`src/rtl/ffha_pkg.sv`:
```
`timescale 1ns / 1ps
// ----------------------------------------------------------------------------
// ffha_pkg
// Types and constants shared by the first-fit heap allocator files.
// ----------------------------------------------------------------------------
package ffha_pkg;

	// Width of the request size, address and data offset fields.
	localparam int OFFSET_W = 11;
	// Width of a rounded request size (a request of 2047 rounds up to 2048).
	localparam int SIZE_W   = 12;

	typedef enum logic {
		CMD_ALLOC = 1'b0,
		CMD_FREE  = 1'b1
	} command_t;

	typedef enum logic [1:0] {
		ST_ALLOCATED = 2'd0,
		ST_NO_MEMORY = 2'd1,
		ST_FREE_DONE = 2'd2
	} status_t;

	// One command beat.
	typedef struct packed {
		command_t              command;
		logic [OFFSET_W-1:0]   request_size;
		logic [OFFSET_W-1:0]   address;
		logic                  is_null;
	} cmd_beat_t;

	// One response beat.
	typedef struct packed {
		status_t               status;
		logic [OFFSET_W-1:0]   data_offset;
	} rsp_beat_t;

	// Compare results of the shared step unit.
	typedef struct packed {
		logic over_heap;   // base + header + addend runs past the heap end
		logic below_limit; // base + header + addend is below the limit
	} step_flags_t;

endpackage

```
`src/rtl/ffha_step_unit.sv`:
```
`timescale 1ns / 1ps
// ----------------------------------------------------------------------------
// ffha_step_unit
// Shared pointer adder: header end, next block pointer and bound compares.
// ----------------------------------------------------------------------------
module ffha_step_unit #(
	parameter int HEAP_BYTES   = 1024,
	parameter int HEADER_BYTES = 16,
	parameter int PTR_W        = 11,
	parameter int ADD_W        = 12,
	parameter int SUM_W        = 14
) (
	input  logic [PTR_W-1:0]     base,
	input  logic [ADD_W-1:0]     addend,
	input  logic [PTR_W-1:0]     limit,
	output logic [SUM_W-1:0]     hdr_end,
	output logic [SUM_W-1:0]     next_ptr,
	output ffha_pkg::step_flags_t flags
);
	// The data area starts one header past the block start; the next block
	// follows the data area.
	always_comb begin
		hdr_end           = SUM_W'(base) + SUM_W'(HEADER_BYTES);
		next_ptr          = hdr_end + SUM_W'(addend);
		flags.over_heap   = next_ptr > SUM_W'(HEAP_BYTES);
		flags.below_limit = next_ptr < SUM_W'(limit);
	end
endmodule

```
`config.mk`:
```
export PLATFORM = sky130hd
export DESIGN_NAME = ffha_step_unit
export DESIGN_NICKNAME = d
export VERILOG_FILES = /design/src/rtl/ffha_pkg.sv /design/src/rtl/ffha_step_unit.sv
export SDC_FILE = /design/constraint.sdc
export NUM_CORES = 1
export LEC_CHECK = 0
export ABC_AREA = 1
export BUFFER_PORTS_ARGS = -buffer_cell sky130_fd_sc_hd__buf_2
export CELL_PAD_IN_SITES_DETAIL_PLACEMENT = 0
export CELL_PAD_IN_SITES_GLOBAL_PLACEMENT = 1
export CORE_MARGIN = 3
export CORE_UTILIZATION = 33
export DETAILED_ROUTE_END_ITERATION = 7
export PLACE_DENSITY = 0.92
export REMOVE_ABC_BUFFERS = 1
export SETUP_SLACK_MARGIN = 0.5
export SYNTH_ARGS = -nofsm -noshare
export SYNTH_HDL_FRONTEND = slang
export SYNTH_SLANG_ARGS = --single-unit
```
`constraint.sdc`:
```
create_clock -name vclk -period 5.2
set_input_delay 0.52 -clock vclk [all_inputs]
set_output_delay 0.52 -clock vclk [all_outputs]
set_load 0.01 [all_outputs]
```
==> summary.md <==
| Metric | Value |
|---|---|
| Vias in the first global route | 1142 |
| TritonRoute pass-1 iters | 4 |
| Area grow syn2layout | 27.1% |
| Flop pwr share | 0 |
| Port bufs | 61 |
| Avg WL per Cell | 8.82 um |
| Count of flip-flops and latches | 0 |
| Crit start category | input pin |
| Hold Path Class | input pin to output port |
| Setup Buffers After CTS | 0 |
| WS Path Type | input pin to output port |
| Slowest CP cell | ha_1 |
| Min cycle time layout | 3.51 ns |
| Max Clock Freq | 0.285 GHz |
| Antenna-violating nets left | 0 |
| Met1 wire length | 1210 um |
| Total GRT Usage | 0.121 |
| Crit path required time | 4.68 ns |
| Leak Pwr | 0.958 nW |
| Cts hold-fix bufs | 0 |
| Simple-gate share of the synthesized area | 0.342 |
| Setup tns final | 0 ns |
| # setup viols final | 0 |
| DR vias/cell | 4.35 |
| Detailed-route wire length | 2620 um |
| RSZ-0062 raised after global routing | no |
| Clk pwr share | 0 |
| Adder-cell share of the synthesized area | 0.286 |
| Die height | 65.4 um |
| Starting density of the core | 0.363 |
| Period utilisation layout | 0.675 |
| Largest net degree at the start of global routing | 6 |
| Met3 wire len | 141 um |
| Core footprint | 3200 um2 |
| Comb pwr share | 1.000 |
| Critical path capture point type | output port |
| Post-synthesis sequential area ratio | 0 |
| XOR/XNOR Fraction of Synth Area | 0.0807 |
| Final #Nets | 315 |
| Post-synthesis mux area share | 0 |
| Post-synthesis cell count | 197 |
| Worst Path Max Fanout | 5 |
| Largest family of logic cells by synthesized area | simple AND/OR/NAND/NOR gates |
| Initial drt markers | 24 |
| Total gr overflow | 0 |
| VDD IR-drop max | 0.0438 mV |
| Gp weighted congestion | 0.767 |
| Cell row count | 20 |
| Syn Area/Cell | 5.90 um2 |
| Distinct cells, synth | 27 |
| Die area | 4270 um2 |
| Pint | 0.0863 mW |
| Ant diodes | 0 |
| Power Dens Cells | 141 nW/um2 |
| Crit-path cells | buf_2 > ha_1 > xor2_1 > ha_1 > nand2_1 > nor2_1 > nand3_1 > nand2_2 > xor2_1 > inv_1 > ha_1 > inv_1 > nor3_1 > o21ai_0 > a21oi_1 > nor2_1 > buf_2 |
| Global-route wire length before repair | 4420 um |
| Max Cap Violations | 0 |
| Io pins | 64 |
| Clock buffers | 0 |
| Met2 WL | 1270 um |
| Worst path most repeated cell | ha_1 |
| Switching part of the total | 0.587 |
| Status | completed |
| Die W | 65.4 um |
| Fin. max-slew vios | 0 |
| Uppermost routed layer | met3 |
| Arr. time, crit path | 2.99 ns |
| Compound-Gate Fraction of Synth Area | 0.0969 |
| # resized after CTS | 0 |
| Via count | 1292 |
| Final hold violations | 0 |
| Final HPWL DP | 2530 um |
| Synthesis Warnings | 0 |
| Netlist Area Pre-Place | 1160 um2 |
| Residual DRC | 0 |
| Share of cells above drive strength 1 | 0.285 |
| Fin util | 0.461 |
| Net switching power | 0.123 mW |
| Slowest stage delay, CP | 0.36 ns |
| Total area of sequential cells | 0 um2 |
| Initial antenna violation count | 0 |
area by class of cell:
type,instances,area (um2)
well taps,44,55.1
multi-input cells,147,948
repair buffers,61,305
inverters,45,169
fillers,368,1730
metal layers:
layer	global-route usage	vias up
met1	0.163	545
li1	-	716
met2	0.225	31
met4	0	0
met5	0	-
met3	0.00513	0
per-stage QoR:
step	hold WS, ns	total power [mW]	setup WS [ns]	instances	area [um2]
after floorplan	1.04	0.143	1.98	192	1120
after global placement	1.24	0.210	1.76	297	1480
after detailed placement	1.25	0.212	1.67	297	1480
after CTS	1.25	0.213	1.66	297	1480
after global routing	1.26	0.243	1.32	297	1480
final	1.24	0.209	1.69	297	1480
logic make-up (layout without fill, tap and decap cells):
kind of cell,Yosys count,in the layout
simple gates,89,89
buf+inv,52,106
fa+ha+maj,26,26
compound gates,20,20
xor+xnor,9,9
other cells,1,3
cells in the mapped netlist:
library cell  instances  area share
nor3b_1               1      0.0065
nor3_1                2      0.0086
nor2_1               13       0.042
nand3b_1              4       0.026
nand2_1              48        0.16
or2_1                 1      0.0054
conb_1                1      0.0032
a211oi_1              1      0.0065
a21oi_2               1      0.0075
nand2_2               4       0.022
nor2_2                2       0.011
and2_1                1      0.0054
xor2_2                2       0.028
a21boi_0              1      0.0065
a21oi_1              11       0.047
xnor2_1               2       0.015
inv_2                 1      0.0032
nor2_4                1      0.0097
fa_1                  1       0.017
ha_1                 25        0.27
inv_1                44        0.14
buf_4                 7       0.045
nand3_1              12       0.052
a31oi_1               1      0.0054
xor2_1                5       0.038
o21ai_0               4       0.017
o21bai_1              1      0.0065
power by group through the flow:
stage                     clock (mW)  sequential [mW]  combinational (mW)
after global routing               0                0               0.243
after detailed placement           0                0               0.212
after global placement             0                0               0.210
final                              0                0               0.209
after CTS                          0                0               0.213
after floorplan                    0                0               0.143
cells in the final DEF (no fill, tap or decap), drive strengths merged:
master	n
buf	61
nand2	52
inv	45
ha	25
nor2	16
nand3	12
a21oi	12
xor2	7
nand3b	4
o21ai	4
conb	3
xnor2	2
nor3	2
nor3b	1
and2	1
or2	1
o21bai	1
a21boi	1
a31oi	1
a211oi	1
fa	1
worst paths after layout:
check | depth (start not counted) | start | slack [ns] | to
max | 17 | base[4] | 1.69 | flags[0]
min | 2 | base[2] | 1.24 | hdr_end[2]
worst max-delay path, delay by kind of cell:
kind	cells	cell delay [ns]
fa+ha+maj	3	0.86
simple gates	6	0.61
buf+inv	4	0.37
xor+xnor	2	0.37
compound gates	2	0.25
Note: power is estimated with default switching activity, not from simulation.
