## src/rtl/ffha_ram.sv

```systemverilog
`timescale 1ns / 1ps
// ----------------------------------------------------------------------------
// ffha_ram
// Generic single-write, single-read RAM with a registered read port.
// ----------------------------------------------------------------------------
module ffha_ram #(
	parameter int WIDTH = 8,
	parameter int DEPTH = 128
) (
	input  logic                     clk,
	input  logic                     wr_en,
	input  logic [$clog2(DEPTH)-1:0] wr_addr,
	input  logic [WIDTH-1:0]         wr_data,
	input  logic                     rd_en,
	input  logic [$clog2(DEPTH)-1:0] rd_addr,
	output logic [WIDTH-1:0]         rd_data
);
	logic [WIDTH-1:0] mem [DEPTH];
	logic [WIDTH-1:0] rd_data_q;

	// Storage write and registered read.
	always_ff @(posedge clk) begin
		if (wr_en) begin
			mem[wr_addr] <= wr_data;
		end
		if (rd_en) begin
			rd_data_q <= mem[rd_addr];
		end
	end

	assign rd_data = rd_data_q;
endmodule

```

## config.mk

```make
export PLATFORM = sky130hd
export DESIGN_NAME = ffha_ram
export DESIGN_NICKNAME = d
export VERILOG_FILES = /design/src/rtl/ffha_ram.sv
export SDC_FILE = /design/constraint.sdc
export NUM_CORES = 1
export LEC_CHECK = 0
export ABC_AREA = 1
export BUFFER_PORTS_ARGS = -buffer_cell sky130_fd_sc_hd__buf_2
export CORE_MARGIN = 2
export CORE_UTILIZATION = 23
export CTS_CLUSTER_DIAMETER = 200
export DETAILED_ROUTE_END_ITERATION = 6
export HOLD_SLACK_MARGIN = 0.1
export SLEW_MARGIN = 20
export SYNTH_ARGS = -nofsm -noshare
export SYNTH_HDL_FRONTEND = slang
export SYNTH_SLANG_ARGS = --single-unit
```

## constraint.sdc

```tcl
create_clock -name clk -period 1.7 [get_ports clk]
set_input_delay 0.17 -clock clk [delete_from_list [all_inputs] [get_ports clk]]
set_output_delay 0.17 -clock clk [all_outputs]
set_load 0.01 [all_outputs]
```

==> results of run 1 <==
## cell usage in the layout, fill, tap and decap left out, drive strengths merged
cell type / netlist / routed
buf: 197 / 346
bufinv: 0 / 10
clkbuf: 34 / 121
clkinv: 0 / 52
clkinvlp: 0 / 4
diode: 0 / 4
dlygate4sd3: 0 / 10
edfxtp: 1032 / 1032
inv: 24 / 30
nand2: 1215 / 1215
nand3: 931 / 931
nor2: 134 / 134
nor3: 8 / 8
## layout make-up
cell class / count / area, um2 / area share [%]
Multi-Input combinational cell: 2288 / 9780 / 19.2
Clock buffer: 120 / 2640 / 5.19
Inverter: 24 / 116 / 0.229
Clock inverter: 72 / 652 / 1.28
Timing Repair Buffer: 357 / 3690 / 7.26
Tap cell: 2385 / 2980 / 5.87
Antenna cell: 4 / 10.0 / 0.0197
Sequential cell: 1032 / 31000 / 60.9
## routing by layer
layer	vias to the layer above	share of wire, %	global-route usage (%)
li1	13100	-	-
met1	13800	43	16.3
met2	1017	47	19.6
met5	-	0.0061	0
met3	200	6.7	1.82
met4	2	3.4	4.55
## critical path, delay by kind of cell, from the launching register on
kind / cells / cell delay (ps)
and+or+nand+nor: 10 / 1040
DFF: 1 / 370
## registers in the layout, indices dropped and copies added, names as in the netlist
name,count
rd_data,8
mem,1024
## worst max path at each step
stage / from / cells after the start / slack (ps) / to
final: mem[121][5]$_DFFE_PP_ / 10 / 60 / rd_data[5]$_DFFE_PP_
after global routing: mem[79][5]$_DFFE_PP_ / 10 / 4 / rd_data[5]$_DFFE_PP_
after CTS: mem[121][7]$_DFFE_PP_ / 10 / 70 / rd_data[7]$_DFFE_PP_
after detailed placement: rd_addr[1] / 13 / -370 / rd_data[4]$_DFFE_PP_
after global placement: rd_addr[1] / 13 / -410 / rd_data[4]$_DFFE_PP_
after floorplan: wr_en / 4 / 170 / mem[105][0]$_DFFE_PP_
## cells in the mapped netlist
| cell | count | share of area, % |
|---|---|---|
| nand2_1 | 1215 | 11 |
| edfxtp_1 | 1032 | 73 |
| nand3_1 | 931 | 11 |
| nor2_1 | 134 | 1.2 |
| buf_2 | 121 | 1.4 |
| buf_4 | 40 | 0.71 |
| clkbuf_1 | 34 | 0.30 |
| buf_6 | 22 | 0.59 |
| inv_1 | 21 | 0.19 |
| buf_1 | 14 | 0.12 |
| nor3_1 | 8 | 0.095 |
| inv_2 | 2 | 0.018 |
| inv_8 | 1 | 0.027 |
## cells by family after synthesis
logic type	synth area share, %
buffers and inverters	3.39
flip-flops	73.5
AND/OR/NAND/NOR	23.1
## metrics by stage
stage | hold slack, ps | util, % | std cells | setup slack [ps]
floorplan | 269 | - | 3575 | 174
global placement | 558 | 26.0 | 6076 | -411
detailed placement | 559 | 26.0 | 6076 | -374
CTS | 145 | 27.8 | 6278 | 65.8
global route | 217 | 27.8 | 6281 | 4.02
finish | 195 | 27.8 | 6282 | 56.9
## where the power goes
part           switching (uW)  leakage [uW]  internal [uW]
sequential               31.0       0.00929          28100
combinational            2620       0.00708           1170
clock                    9670       0.00162          12700
## timing repair
item	CTS	global route
hold buffers	10	0
resized for setup	0	6
hold endpoints to repair	375	0
endpoints found under the setup margin	0	4
==> results by group, run 1 <==
Place
  • Port bufs: 32
  • Dpl cell area: 47,400 um2
  • Final RePlAce weighted congestion: 0.875
  • Hpwl dp: 72,000 um

Run
  • Maximum Capacitance Violations: 0

Pwr
  • Power after layout: 54,300 uW
  • Maximum ir drop on the vdd rail: 678 uV
  • Static leakage: 0.0180 uW
  • Power density of the placed cells: 1070 nW/um2

Detailed routing
  • Antenna-violating nets left: 0
  • Average wire per standard cell: 18.4 um
  • Remaining routing DRC violations: 0
  • Via total after detailed routing: 28,100
  • Routed wire length: 115,000 um
  • Post-DR vias/cell: 4.47
  • Initial DRT Pass Iterations: 5
  • Starting DRC count in detailed routing: 2,948

CTS
  • TritonCTS buffer count: 102
  • Post-CTS setup-driven buffer insertion count: 0
  • Clock latency on the worst-skew pair: 680 ps
  • Clock tree from TritonCTS: yes
  • Clock slew at the register clock pins of the worst setup and hold paths: 60 ps
  • Clock sink total: 1,032
  • Clock Tree Buf Depth: 3
  • H-tree level count: 3
  • Root buffer cell: clkbuf_16

STA
  • Top achievable clock speed: 0.609 GHz
  • Worst slew pin tran: 595 ps
  • Setup-violating endpoint count in the final report: 0
  • Setup Skew: 21.6 ps
  • Final count of pins violating max slew: 0
  • Setup repair after global routing missed its margin: false
  • Worst slew margin relative to its limit: 60.3%
  • Portion of the clock cycle consumed by the worst path in the final layout: 96.7%
  • Final setup TNS: 0 ps
  • Minimum clock period after layout: 1640 ps
  • Final hold viol count: 0

Global route
  • Vias in the first global route: 27,400
  • Number of antenna violations at the first check in global routing: 11
  • Overall routing resource usage: 12.1%
  • Wire length of the first global-routing pass: 173,000 um
  • Maximum number of pins on one net before global-route repair: 100
  • Global route overflow: 0

Logic synthesis
  • Share of synthesized area occupied by flip-flops and latches: 73.5%
  • Syn Inst Count: 3,575
  • Warnings, synthesis: 0
  • Netlist Area Pre-Place: 42,200 um2
  • Post-synthesis sequential element count: 1,032
  • Post-synthesis average cell area: 11.8 um2
  • Nets in the synthesized netlist: 3,600
  • Count of different cell masters after synthesis: 13

Die
  • Width of the die: 432 um
  • Die area: 187,000 um2
  • Placeable core region: 183,000 um2
  • Number of top-level pins: 33
  • Core Rows: 157
  • Y dimension of the die: 432 um
  • Effective utilization at floorplan: 23.1%

Setup path
  • Critical path class: reg -> reg
  • Slowest stage delay, CP: 370 ps
  • Ordered list of cells on the worst path: nand2_1 > nand3_1 > nand3_1 > nand3_1 > nand2_1 > nand2_1 > nand3_1 > nand2_1 > nand2_1 > nand2_1
  • Required @ worst endpoint: 2140 ps
  • Crit-path most repeated cell: nand2_1
  • Type of element capturing the critical path: flip-flop
  • Slowest stage cell on the critical path: edfxtp_1
  • Crit path max fanout: 1
  • Arr. time, crit path: 2080 ps
  • Type of origin of the critical path: flip-flop
  • Critical R2R Capture: rd_data[5]$_DFFE_PP_
  • Internal reg-to-reg setup slack: 60 ps
  • Reg-to-Reg Start: mem[121][5]$_DFFE_PP_
  • Cells on worst reg2reg path: 10

Hold path
  • Worst hold path cell count: 6
  • Endpoint with the worst hold slack: rd_data[7]$_DFFE_PP_
  • Startpoint of the worst hold path: rd_addr[5]
  • Hold/Removal Path Class: in -> reg

Status
  • Outcome: completed

Finish
  • Fill cell total of the finished layout: 18,600
  • Post-layout nets: 3,830
  • Fin area: 50,900 um2
  • Area growth from synthesis to layout: 20.6%
  • Share of layout cells above drive strength 1: 13.0%
No activity file was read; power rests on OpenSTA's default activity.
==> run 2, diff against run 1 <==
- CORE_UTILIZATION: 23 -> 45
- REMOVE_ABC_BUFFERS: default -> 1
==> results by group, run 2 (synthesis results as in run 1) <==
Pwr
  • Maximum ir drop on the vdd rail: 721 uV (was 678 uV)
  • Static leakage: 0.0182 uW (was 0.0180 uW)
  • Power density of the placed cells: 1100 nW/um2 (was 1070 nW/um2)
  • Power after layout: 54,600 uW (was 54,300 uW)

Die
  • Effective utilization at floorplan: 45.3% (was 23.1%)
  • Number of top-level pins: 33 (unchanged)
  • Width of the die: 310 um (was 432 um)
  • Core Rows: 112 (was 157)
  • Y dimension of the die: 310 um (was 432 um)
  • Placeable core region: 93,000 um2 (was 183,000 um2)
  • Die area: 96,200 um2 (was 187,000 um2)

CTS
  • Root buffer cell: clkbuf_16 (unchanged)
  • H-tree level count: 3 (unchanged)
  • Clock tree from TritonCTS: yes (unchanged)
  • Post-CTS setup-driven buffer insertion count: 0 (unchanged)
  • Clock slew at the register clock pins of the worst setup and hold paths: 60 ps (about the same)
  • TritonCTS buffer count: 104 (was 102)
  • Clock latency on the worst-skew pair: 680 ps (about the same)
  • Clock sink total: 1,032 (unchanged)
  • Clock Tree Buf Depth: 3 (unchanged)

STA
  • Top achievable clock speed: 0.622 GHz (was 0.609 GHz)
  • Final hold viol count: 0 (unchanged)
  • Worst slew pin tran: 672 ps (was 595 ps)
  • Portion of the clock cycle consumed by the worst path in the final layout: 94.6% (was 96.7%)
  • Final count of pins violating max slew: 0 (unchanged)
  • Worst slew margin relative to its limit: 55.2% (was 60.3%)
  • Setup repair after global routing missed its margin: false (unchanged)
  • Setup Skew: 22.0 ps (was 21.6 ps)
  • Setup-violating endpoint count in the final report: 0 (unchanged)
  • Final setup TNS: 0 ps (unchanged)
  • Minimum clock period after layout: 1610 ps (was 1640 ps)

Setup path
  • Type of origin of the critical path: flip-flop (unchanged)
  • Reg-to-Reg Start: mem[127][7]$_DFFE_PP_ (was mem[121][5]$_DFFE_PP_)
  • Required @ worst endpoint: 2130 ps (was 2140 ps)
  • Crit path to: rd_data[7]$_DFFE_PP_ (was rd_data[5]$_DFFE_PP_)
  • Arr. time, crit path: 2040 ps (was 2080 ps)
  • Critical R2R Capture: rd_data[7]$_DFFE_PP_ (was rd_data[5]$_DFFE_PP_)
  • Type of element capturing the critical path: flip-flop (unchanged)
  • Critical path launch point: mem[127][7]$_DFFE_PP_ (was mem[121][5]$_DFFE_PP_)
  • Internal reg-to-reg setup slack: 90 ps (was 60 ps)
  • Critical path class: reg -> reg (unchanged)
  • Cells on worst reg2reg path: 10 (unchanged)
  • Crit path max fanout: 1 (unchanged)

Run
  • Maximum Capacitance Violations: 0 (unchanged)

Status
  • Outcome: completed (unchanged)

Global route
  • Overall routing resource usage: 23.8% (was 12.1%)
  • Global route overflow: 0 (unchanged)
  • Vias in the first global route: 26,900 (was 27,400)
  • Number of antenna violations at the first check in global routing: 4 (was 11)
  • Wire length of the first global-routing pass: 170,000 um (was 173,000 um)
  • Maximum number of pins on one net before global-route repair: 80 (was 100)

Detailed routing
  • Routed wire length: 114,000 um (was 115,000 um)
  • Initial DRT Pass Iterations: 5 (unchanged)
  • Post-DR vias/cell: 5.43 (was 4.47)
  • Antenna-violating nets left: 0 (unchanged)
  • Starting DRC count in detailed routing: 3,136 (was 2,948)
  • Average wire per standard cell: 22.0 um (was 18.4 um)
  • Remaining routing DRC violations: 0 (unchanged)
  • Via total after detailed routing: 28,200 (was 28,100)

Finish
  • Antenna diode count: 0 (was 4)
  • Largest Register: mem (unchanged)
  • Most common cell after layout, fill and taps aside: nand2_1 (unchanged)
  • End-of-flow core utilization: 53.5% (was 27.8%)
  • Highest-count cells in the layout ignoring fill and taps: nand2_1 (1,206), edfxtp_1 (1,032), nand3_1 (926) (was nand2_1 (1,209), edfxtp_1 (1,032), nand3_1 (931))
  • Number of flip-flops under the largest register name: 1,024 (unchanged)
  • Share of layout cells above drive strength 1: 14.1% (was 13.0%)
  • Fill cell total of the finished layout: 7,856 (was 18,600)
  • Post-layout nets: 3,882 (was 3,830)
  • Area growth from synthesis to layout: 18.1% (was 20.6%)

Place
  • Hpwl dp: 72,400 um (was 72,000 um)
  • Final RePlAce weighted congestion: 0.892 (was 0.875)
  • Port bufs: 32 (unchanged)

Hold path
  • Worst hold path cell count: 5 (was 6)
  • Hold/Removal Path Class: in -> reg (unchanged)
[run 2: per-stage QoR]
step | setup WS, ps | cells | hold WS (ps) | cell area [um2]
6_report | 91.4 | 5197 | 161 | 49800
3_3_place_gp | -380 | 4994 | 433 | 46300
2_1_floorplan | -1430 | 3344 | 269 | 40900
3_5_place_dp | -396 | 4994 | 424 | 46300
4_1_cts | 56.2 | 5197 | 143 | 49800
5_1_grt | 1.71 | 5197 | 211 | 49800
[run 2: what timing repair did]
item	4_1_cts	5_1_grt
hold buffers	11	0
hold endpoints to repair	501	0
setup endpoints to repair	0	8
resized for setup	0	14
[run 2: report_power, final]
part	internal [uW]	switching, uW	total [uW]
registers	28100	28.9	28100
clock network	13100	9580	22600
logic	1200	2670	3870
total	42400	12300	54600
[run 2: cell type report]
class	count	area, um2	area share [%]
Clock buffer	125	2720	5.47
Clock inverter	67	629	1.26
Inverter	24	116	0.234
Multi-Input combinational cell	2288	9810	19.7
Sequential cell	1032	31000	62.2
Tap cell	1254	1570	3.15
Timing Repair Buffer	407	3970	7.97
[run 2: worst min-delay path by stage]
| stage | slack [ps] | end | from |
|---|---|---|---|
| CTS | 140 | mem[99][6]$_DFFE_PP_ | wr_addr[2] |
| finish | 160 | mem[99][6]$_DFFE_PP_ | wr_addr[2] |
| floorplan | 270 | mem[0][0]$_DFFE_PP_ | wr_data[0] |
| global placement | 430 | mem[89][1]$_DFFE_PP_ | wr_data[1] |
| detailed placement | 420 | mem[89][1]$_DFFE_PP_ | wr_data[1] |
| global route | 210 | mem[99][6]$_DFFE_PP_ | wr_addr[2] |
[run 2: routing by layer]
layer  part of all wire [%]  GRT usage [%]
met3                    8.3           4.42
met1                     43           34.1
met5                  0.040              0
met4                    2.4           6.61
met2                     46           37.6
[run 2: critical path, cell delays in order (launching register included)]
cell,delay (ps)
edfxtp_1,350
nand2_1,70
nand3_1,90
nand3_1,150
nand3_1,130
nand2_1,170
nand2_1,120
nand3_1,90
nand2_1,60
nand2_1,60
nand2_1,60
